**config.mk**
```make
export PLATFORM = sky130hd
export DESIGN_NAME = gregorian_date_add_days_unit
export DESIGN_NICKNAME = d
export VERILOG_FILES = /design/src/rtl/core/gdad_pkg.sv /design/src/rtl/core/gdad_ctrl.sv /design/src/rtl/core/gdad_dp.sv /design/src/rtl/core/gregorian_date_add_days_unit.sv
export SDC_FILE = /design/constraint.sdc
export NUM_CORES = 1
export LEC_CHECK = 0
export ABC_AREA = 1
export BUFFER_PORTS_ARGS = -buffer_cell sky130_fd_sc_hd__clkbuf_2
export CORE_MARGIN = 2
export CORE_UTILIZATION = 63
export DETAILED_ROUTE_END_ITERATION = 6
export GPL_TIMING_DRIVEN = 0
export MAX_ROUTING_LAYER = met4
export PLACE_DENSITY = 0.79
export SLEW_MARGIN = 20
export SYNTH_ARGS = -nofsm -noshare
export SYNTH_HDL_FRONTEND = slang
export SYNTH_HIERARCHICAL = 1
export SYNTH_SLANG_ARGS = --single-unit
```
**constraint.sdc**
```tcl
create_clock -name clock -period 9.35 [get_ports clock]
set_clock_uncertainty 0.15 [all_clocks]
set_input_delay 0.935 -clock clock [delete_from_list [all_inputs] [get_ports clock]]
set_output_delay 0.935 -clock clock [all_outputs]
set_load 0.02 [all_outputs]
```
**src/rtl/core/gdad_pkg.sv**
```systemverilog
// Package for the Gregorian date advance unit: item structs, controller
// command/status structs, calendar constants and month length helpers.
// No dependencies.
package gdad_pkg;

   // Field widths fixed by the item format
   localparam int DAY_W    = 5;
   localparam int MONTH_W  = 4;
   localparam int YEAR_W   = 14;
   localparam int OFFSET_W = 16;
   // Days still reachable: offset plus up to one month
   localparam int REACH_W  = OFFSET_W + 1;

   localparam logic [MONTH_W-1:0] MONTH_JAN = 4'd1;
   localparam logic [MONTH_W-1:0] MONTH_FEB = 4'd2;
   localparam logic [MONTH_W-1:0] MONTH_JUL = 4'd7;
   localparam logic [MONTH_W-1:0] MONTH_DEC = 4'd12;

   localparam logic [DAY_W-1:0] LEN_31    = 5'd31;
   localparam logic [DAY_W-1:0] LEN_30    = 5'd30;
   localparam logic [DAY_W-1:0] LEN_29    = 5'd29;
   localparam logic [DAY_W-1:0] LEN_28    = 5'd28;

   // Reciprocal of 25 scaled by 2^17; exact floor for all 14-bit years
   localparam int                RECIP_SHIFT = 17;
   localparam logic [12:0]       RECIP_25    = 13'd5243;
   localparam int                PROD_W      = YEAR_W + 13;
   localparam int                QUOT_W      = PROD_W - RECIP_SHIFT;

   typedef struct packed {
      logic [DAY_W-1:0]    start_day;
      logic [MONTH_W-1:0]  start_month;
      logic [YEAR_W-1:0]   start_year;
      logic [OFFSET_W-1:0] day_offset;
   } gdad_req_type;

   typedef struct packed {
      logic [DAY_W-1:0]   result_day;
      logic [MONTH_W-1:0] result_month;
      logic [YEAR_W-1:0]  result_year;
      logic               invalid;
   } gdad_rsp_type;

   // Controller to datapath
   typedef struct packed {
      logic load;    // capture a new item
      logic check;   // validate start date, seed reach
      logic step;    // advance one month
      logic finish;  // capture the valid result
   } gdad_cmd_type;

   // Datapath to controller
   typedef struct packed {
      logic bad;     // start date out of range
      logic reached; // offset lands in the current month
   } gdad_sts_type;

   // Leap year: divisible by 400, or by 4 and not by 100.
   // 400 = 16*25 and 100 = 4*25, so only a divide-by-25 test is needed.
   function automatic logic is_leap(input logic [YEAR_W-1:0] year);
      logic [PROD_W-1:0] prod;
      logic [QUOT_W-1:0] quot;
      logic [QUOT_W+4:0] back;
      logic              div25;
      prod  = PROD_W'(year) * PROD_W'(RECIP_25);
      quot  = prod[PROD_W-1:RECIP_SHIFT];
      back  = ({quot, 4'b0000} + {1'b0, quot, 3'b000}) + (QUOT_W+5)'(quot);
      div25 = (back == (QUOT_W+5)'(year));
      return ((year[3:0] == 4'd0) && div25) || ((year[1:0] == 2'd0) && !div25);
   endfunction

   function automatic logic [DAY_W-1:0] month_len(input logic [MONTH_W-1:0] month,
                                                  input logic               leap);
      logic [DAY_W-1:0] len;
      if (month == MONTH_FEB) begin
         len = leap ? LEN_29 : LEN_28;
      end else if (month <= MONTH_JUL) begin
         len = month[0] ? LEN_31 : LEN_30;
      end else begin
         len = month[0] ? LEN_30 : LEN_31;
      end
      return len;
   endfunction

endpackage

```
**src/rtl/core/gdad_ctrl.sv**
```systemverilog
// Controller for the date advance unit: sequences load, check, month walk
// and result strobe. Depends on gdad_pkg.
module gdad_ctrl
   import gdad_pkg::*;
(
   input  logic         clock,
   input  logic         reset,
   input  logic         start,
   input  gdad_sts_type sts,
   output gdad_cmd_type cmd,
   output logic         busy,
   output logic         strobe
);

   localparam logic [1:0] ST_IDLE  = 2'd0;
   localparam logic [1:0] ST_CHECK = 2'd1;
   localparam logic [1:0] ST_WALK  = 2'd2;

   logic [1:0] state_ff, state_in;
   logic       strobe_ff, strobe_in;

   // Next state and commands
   always_comb begin
      state_in   = state_ff;
      strobe_in  = 1'b0;
      cmd        = '0;
      case (state_ff)
         ST_IDLE: begin
            if (start) begin
               cmd.load = 1'b1;
               state_in = ST_CHECK;
            end
         end
         ST_CHECK: begin
            cmd.check = 1'b1;
            if (sts.bad) begin
               strobe_in = 1'b1;
               state_in  = ST_IDLE;
            end else begin
               state_in  = ST_WALK;
            end
         end
         ST_WALK: begin
            if (sts.reached) begin
               cmd.finish = 1'b1;
               strobe_in  = 1'b1;
               state_in   = ST_IDLE;
            end else begin
               cmd.step = 1'b1;
            end
         end
         default: begin
            state_in = ST_IDLE;
         end
      endcase
   end

   always_ff @(posedge clock) begin
      if (reset) begin
         state_ff  <= ST_IDLE;
         strobe_ff <= 1'b0;
      end else begin
         state_ff  <= state_in;
         strobe_ff <= strobe_in;
      end
   end

   assign busy   = (state_ff != ST_IDLE);
   assign strobe = strobe_ff;

endmodule

```
**src/rtl/core/gdad_dp.sv**
```systemverilog
// Datapath for the date advance unit: date and reach registers, month
// length logic and the result register. Depends on gdad_pkg.
module gdad_dp
   import gdad_pkg::*;
(
   input  logic         clock,
   input  gdad_req_type req_item,
   input  gdad_cmd_type cmd,
   output gdad_sts_type sts,
   output gdad_rsp_type rsp_item
);

   logic [DAY_W-1:0]    day_ff,    day_in;
   logic [MONTH_W-1:0]  month_ff,  month_in;
   logic [YEAR_W-1:0]   year_ff,   year_in;
   logic [OFFSET_W-1:0] offset_ff, offset_in;
   logic [REACH_W-1:0]  reach_ff,  reach_in;
   gdad_rsp_type        rsp_ff,    rsp_in;

   logic                leap_cur;
   logic [DAY_W-1:0]    len_cur;
   logic [MONTH_W-1:0]  month_next;
   logic [DAY_W-1:0]    len_next;
   logic [REACH_W-1:0]  gap;
   logic                month_ok;

   // Month lengths; a step into January keeps 31 whatever the year
   always_comb begin
      leap_cur   = is_leap(year_ff);
      len_cur    = month_len(month_ff, leap_cur);
      month_next = (month_ff == MONTH_DEC) ? MONTH_JAN : month_ff + MONTH_JAN;
      len_next   = month_len(month_next, leap_cur);
      gap        = reach_ff - REACH_W'(offset_ff);
      month_ok   = month_ff inside {[MONTH_JAN:MONTH_DEC]};
   end

   // Status to controller
   always_comb begin
      sts.bad     = !month_ok || (day_ff == '0) || (day_ff > len_cur);
      sts.reached = (REACH_W'(offset_ff) <= reach_ff);
   end

   // Date registers
   always_comb begin
      day_in    = day_ff;
      month_in  = month_ff;
      year_in   = year_ff;
      offset_in = offset_ff;
      reach_in  = reach_ff;
      if (cmd.load) begin
         day_in    = req_item.start_day;
         month_in  = req_item.start_month;
         year_in   = req_item.start_year;
         offset_in = req_item.day_offset;
      end else if (cmd.check) begin
         reach_in  = REACH_W'(len_cur - day_ff);
      end else if (cmd.step) begin
         month_in  = month_next;
         if (month_ff == MONTH_DEC) begin
            year_in = year_ff + YEAR_W'(1);
         end
         reach_in  = reach_ff + REACH_W'(len_next);
      end
   end

   // Result register
   always_comb begin
      rsp_in = rsp_ff;
      if (cmd.check && sts.bad) begin
         rsp_in         = '0;
         rsp_in.invalid = 1'b1;
      end else if (cmd.finish) begin
         rsp_in.result_day   = len_cur - gap[DAY_W-1:0];
         rsp_in.result_month = month_ff;
         rsp_in.result_year  = year_ff;
         rsp_in.invalid      = 1'b0;
      end
   end

   always_ff @(posedge clock) begin
      day_ff    <= day_in;
      month_ff  <= month_in;
      year_ff   <= year_in;
      offset_ff <= offset_in;
      reach_ff  <= reach_in;
      rsp_ff    <= rsp_in;
   end

   assign rsp_item = rsp_ff;

endmodule

```
**src/rtl/core/gregorian_date_add_days_unit.sv**
```systemverilog
// Top level of the Gregorian date advance unit: joins controller and
// datapath. Depends on gdad_pkg, gdad_ctrl, gdad_dp.
//
//   channel   | ports                      | handshake
//   ----------+----------------------------+-------------------------------
//   request   | start, busy, req_item      | taken when start && !busy
//   response  | rsp_strobe, rsp_item       | one-cycle strobe, no back-pressure
//
// After acceptance an item goes to the check state, then to the walk,
// which steps once per month boundary crossed (up to about 2150 for the
// largest offset); the walk adds one month per cycle. A bad start date
// strobes from the check state. busy is high from acceptance until the
// strobe cycle. Reset is synchronous and returns the controller to idle.
// The receiver cannot stall; each result shows for exactly one cycle.
module gregorian_date_add_days_unit
   import gdad_pkg::*;
(
   input  logic         clock,
   input  logic         reset,
   input  logic         start,
   output logic         busy,
   input  gdad_req_type req_item,
   output logic         rsp_strobe,
   output gdad_rsp_type rsp_item
);

   gdad_cmd_type cmd;
   gdad_sts_type sts;

   gdad_ctrl u_ctrl (
      .clock  (clock),
      .reset  (reset),
      .start  (start),
      .sts    (sts),
      .cmd    (cmd),
      .busy   (busy),
      .strobe (rsp_strobe)
   );

   gdad_dp u_dp (
      .clock    (clock),
      .req_item (req_item),
      .cmd      (cmd),
      .sts      (sts),
      .rsp_item (rsp_item)
   );

endmodule
```
==> metrics <==
Num CTS Buffers=9; worst hold path depth=2; Final Hold Viols=0; IO Pins=between 60 and 70; post-route ant nets=0; CP max stage cell=fa_1; I/O Buffers=67; Critical Path Sink Type=flip-flop; DP Wirelength=roughly 17000 µm; syn_nets=~1.4k; gpl congestion=0.896; Filler cells=just under 1k; Starting DRT DRC Count=around 690; CP Class=reg2reg; Core Box Area=0.0144 mm²; Cell variety after synth=51; Post-Layout Inst Area=around 0.011 mm²; maximum clock path buffer count=2; worst-path fanout max=10; Layout Area Growth over Synthesis=18.5%; CTS H-tree lvls=3; M3 GR Usage=around 3.5%; Clk pin slew, worst setup/hold paths=~0.060 ns; Num Clock Sinks=between 80 and 90; CTS tree=built; number of max-cap violations=0; syn avg cell area=between 8 and 9 µm²; First-pass DRT Iterations=5; met1 Use GR=around two fifths; Die Wd=approximately 130 µm; commonest non-fill, non-tap cell in the layout=nand2_1; vias per std cell=around 5.5; Slowest Stage Delay on Critical Path=approximately 0.57 ns; Rows=44; crit path time final=approximately 9 ns; Final #Nets=1502; ANT cells=0; GRT busiest layer=met2; Routed WL per cell=around 17 µm; Hold/Removal Path Class=reg2reg; ys async rst share=0%; synthesized instance count=1093; most frequent CP cell=nand2_1; register area=~0.0022 mm²; Clk Latency, worst-skew pair=roughly 0.34 ns; Tot GR Track Use=roughly 29%; max-slew violations=0; die height=around 130 µm; pin count of the biggest net entering global routing=25; vias in the first global route=roughly 7.6k; Slew Limit Headroom=between 30 and 40%; Initial Util=around 64%; number of synthesized flops with an enable pin=56; detailed-route DRC error count=0; status=completed; WP data arrival=8.95 ns; DR vias=7852; dpl cell area=between 0.009 and 0.01 mm²; post-synthesis sequential area ratio=24.0%; first-pass GRT wire length=35900 µm; worst-margin pin slew=roughly 1.0 ns; die area=about 0.016 mm²; final period utilization=96.4%; grt ovf=0; most frequent cells in the layout=nand2_1 (224), inv_1 (218), ha_1 (145), a21oi_1 (76), fa_1 (73); initial antenna violation count=0; CP Data Required Time=between 9 and 10 ns; startpoint types=flip-flop; met2 usage=47.9%; reg2reg path depth=around 50; Root Driver=clkbuf_16; final setup fails=0; footprint of the multi-input gates=approximately 0.0064 mm²; top_reg_cell synth=edfxtp_1; #FFs+latches synth=83; FMAX=between 100 and 150 MHz; layout cell share with drive strength beyond 1=between 10% and 20%; warnings from Yosys=6; hold_buf cts=0; post-synth design cell area=0.00924 mm²; final WL=~24000 µm
[cell families after synthesis]
family / share of synthesized area [%]
buf+inv: 10.2
compound gates: 9.04
simple gates: 17.1
xor+xnor: 2.23
flops: 24.0
fa+ha+maj: 37.4
[per-stage QoR]
step	setup TNS [ns]	setup slack [ns]	cells	utilization, %	hold slack [ns]
after floorplan	0	0.904	1093	-	0.381
after global placement	-13.31	-0.555	1344	68.0	0.292
after detailed placement	-15.01	-0.597	1345	68.2	0.304
after CTS	0	0.0387	1376	71.2	0.313
after global routing	-2.09	-0.141	1417	76.0	0.336
final	0	0.333	1417	76.0	0.312
[cell type report]
| type | instances | area share (%) |
|---|---|---|
| Multi-Input combinational cell | 759 | 58.7 |
| Sequential cell | 83 | 20.3 |
| Inverter | 238 | 8.21 |
| Timing Repair Buffer | 124 | 7.40 |
| Clock buffer | 11 | 2.12 |
| Tap cell | 184 | 2.10 |
| Buffer | 13 | 0.582 |
| Clock inverter | 5 | 0.571 |
[sequential cells by signal, summed over array words and instances (netlist names)]
name	flops
u_dp/month_ff	4
u_ctrl/strobe	1
u_ctrl/state_ff	2
u_dp/rsp_item	24
u_dp/offset_ff	16
u_dp/year_ff	14
u_dp/day_ff	5
u_dp/reach_ff	17
[Yosys cell counts, types with 3 or more instances]
cell type	count	area share, %
nand4_1	6	0.41
a21oi_1	82	4.4
nor2_2	4	0.27
nand2_1	232	9.4
nand3b_1	5	0.41
dfxtp_1	27	5.8
o21ai_0	30	1.6
ha_1	158	21
nor3_1	7	0.38
a21oi_2	3	0.28
o21ai_2	3	0.28
inv_2	14	0.57
clkbuf_1	11	0.45
o21ai_1	6	0.32
nor2_1	46	1.9
nand3_1	33	1.8
inv_1	223	9.1
o31ai_1	5	0.41
edfxtp_1	56	18
nand3_2	5	0.54
nand2_2	10	0.68
xor2_1	9	0.85
fa_1	74	16
xnor2_1	9	0.85
[routing by layer]
layer,vias to the layer above,part of all wire (%)
li1,3764,-
met1,3716,43
met2,321,48
met3,51,6.9
met4,0,2.0
met5,-,0
[timing repair]
action,CTS,global route
resized for setup,2,76
pin swaps,3,22
setup endpoints to repair,37,38
setup buffers,15,41
[final timing paths]
check | start | to | slack (ns)
setup / recovery | u_dp/year_ff[12]$_DFFE_PP_ | u_dp/reach_ff[16]$_DFFE_PP_ | 0.33
hold / removal | u_dp/rsp_item[20]$_SDFFE_PP0P_ | u_dp/rsp_item[20]$_SDFFE_PP0P_ | 0.31
setup reg to reg | u_dp/year_ff[12]$_DFFE_PP_ | u_dp/reach_ff[16]$_DFFE_PP_ | 0.33
hold reg to reg | u_dp/rsp_item[20]$_SDFFE_PP0P_ | u_dp/rsp_item[20]$_SDFFE_PP0P_ | 0.31
[critical path: cells and delay by family, from the launching register on]
kind	cells	cell delay, ns
AOI/OAI and AO/OA	3	0.30
buffers and inverters	10	0.90
and+or+nand+nor	27	2.61
xor gates and xnor gates	1	0.29
DFF	1	0.43
adders and majority gates	10	4.03
Power is left out: the tool's default activity adds up to more than one toggle a clock period on the data nets, which glitch-free logic cannot reach.
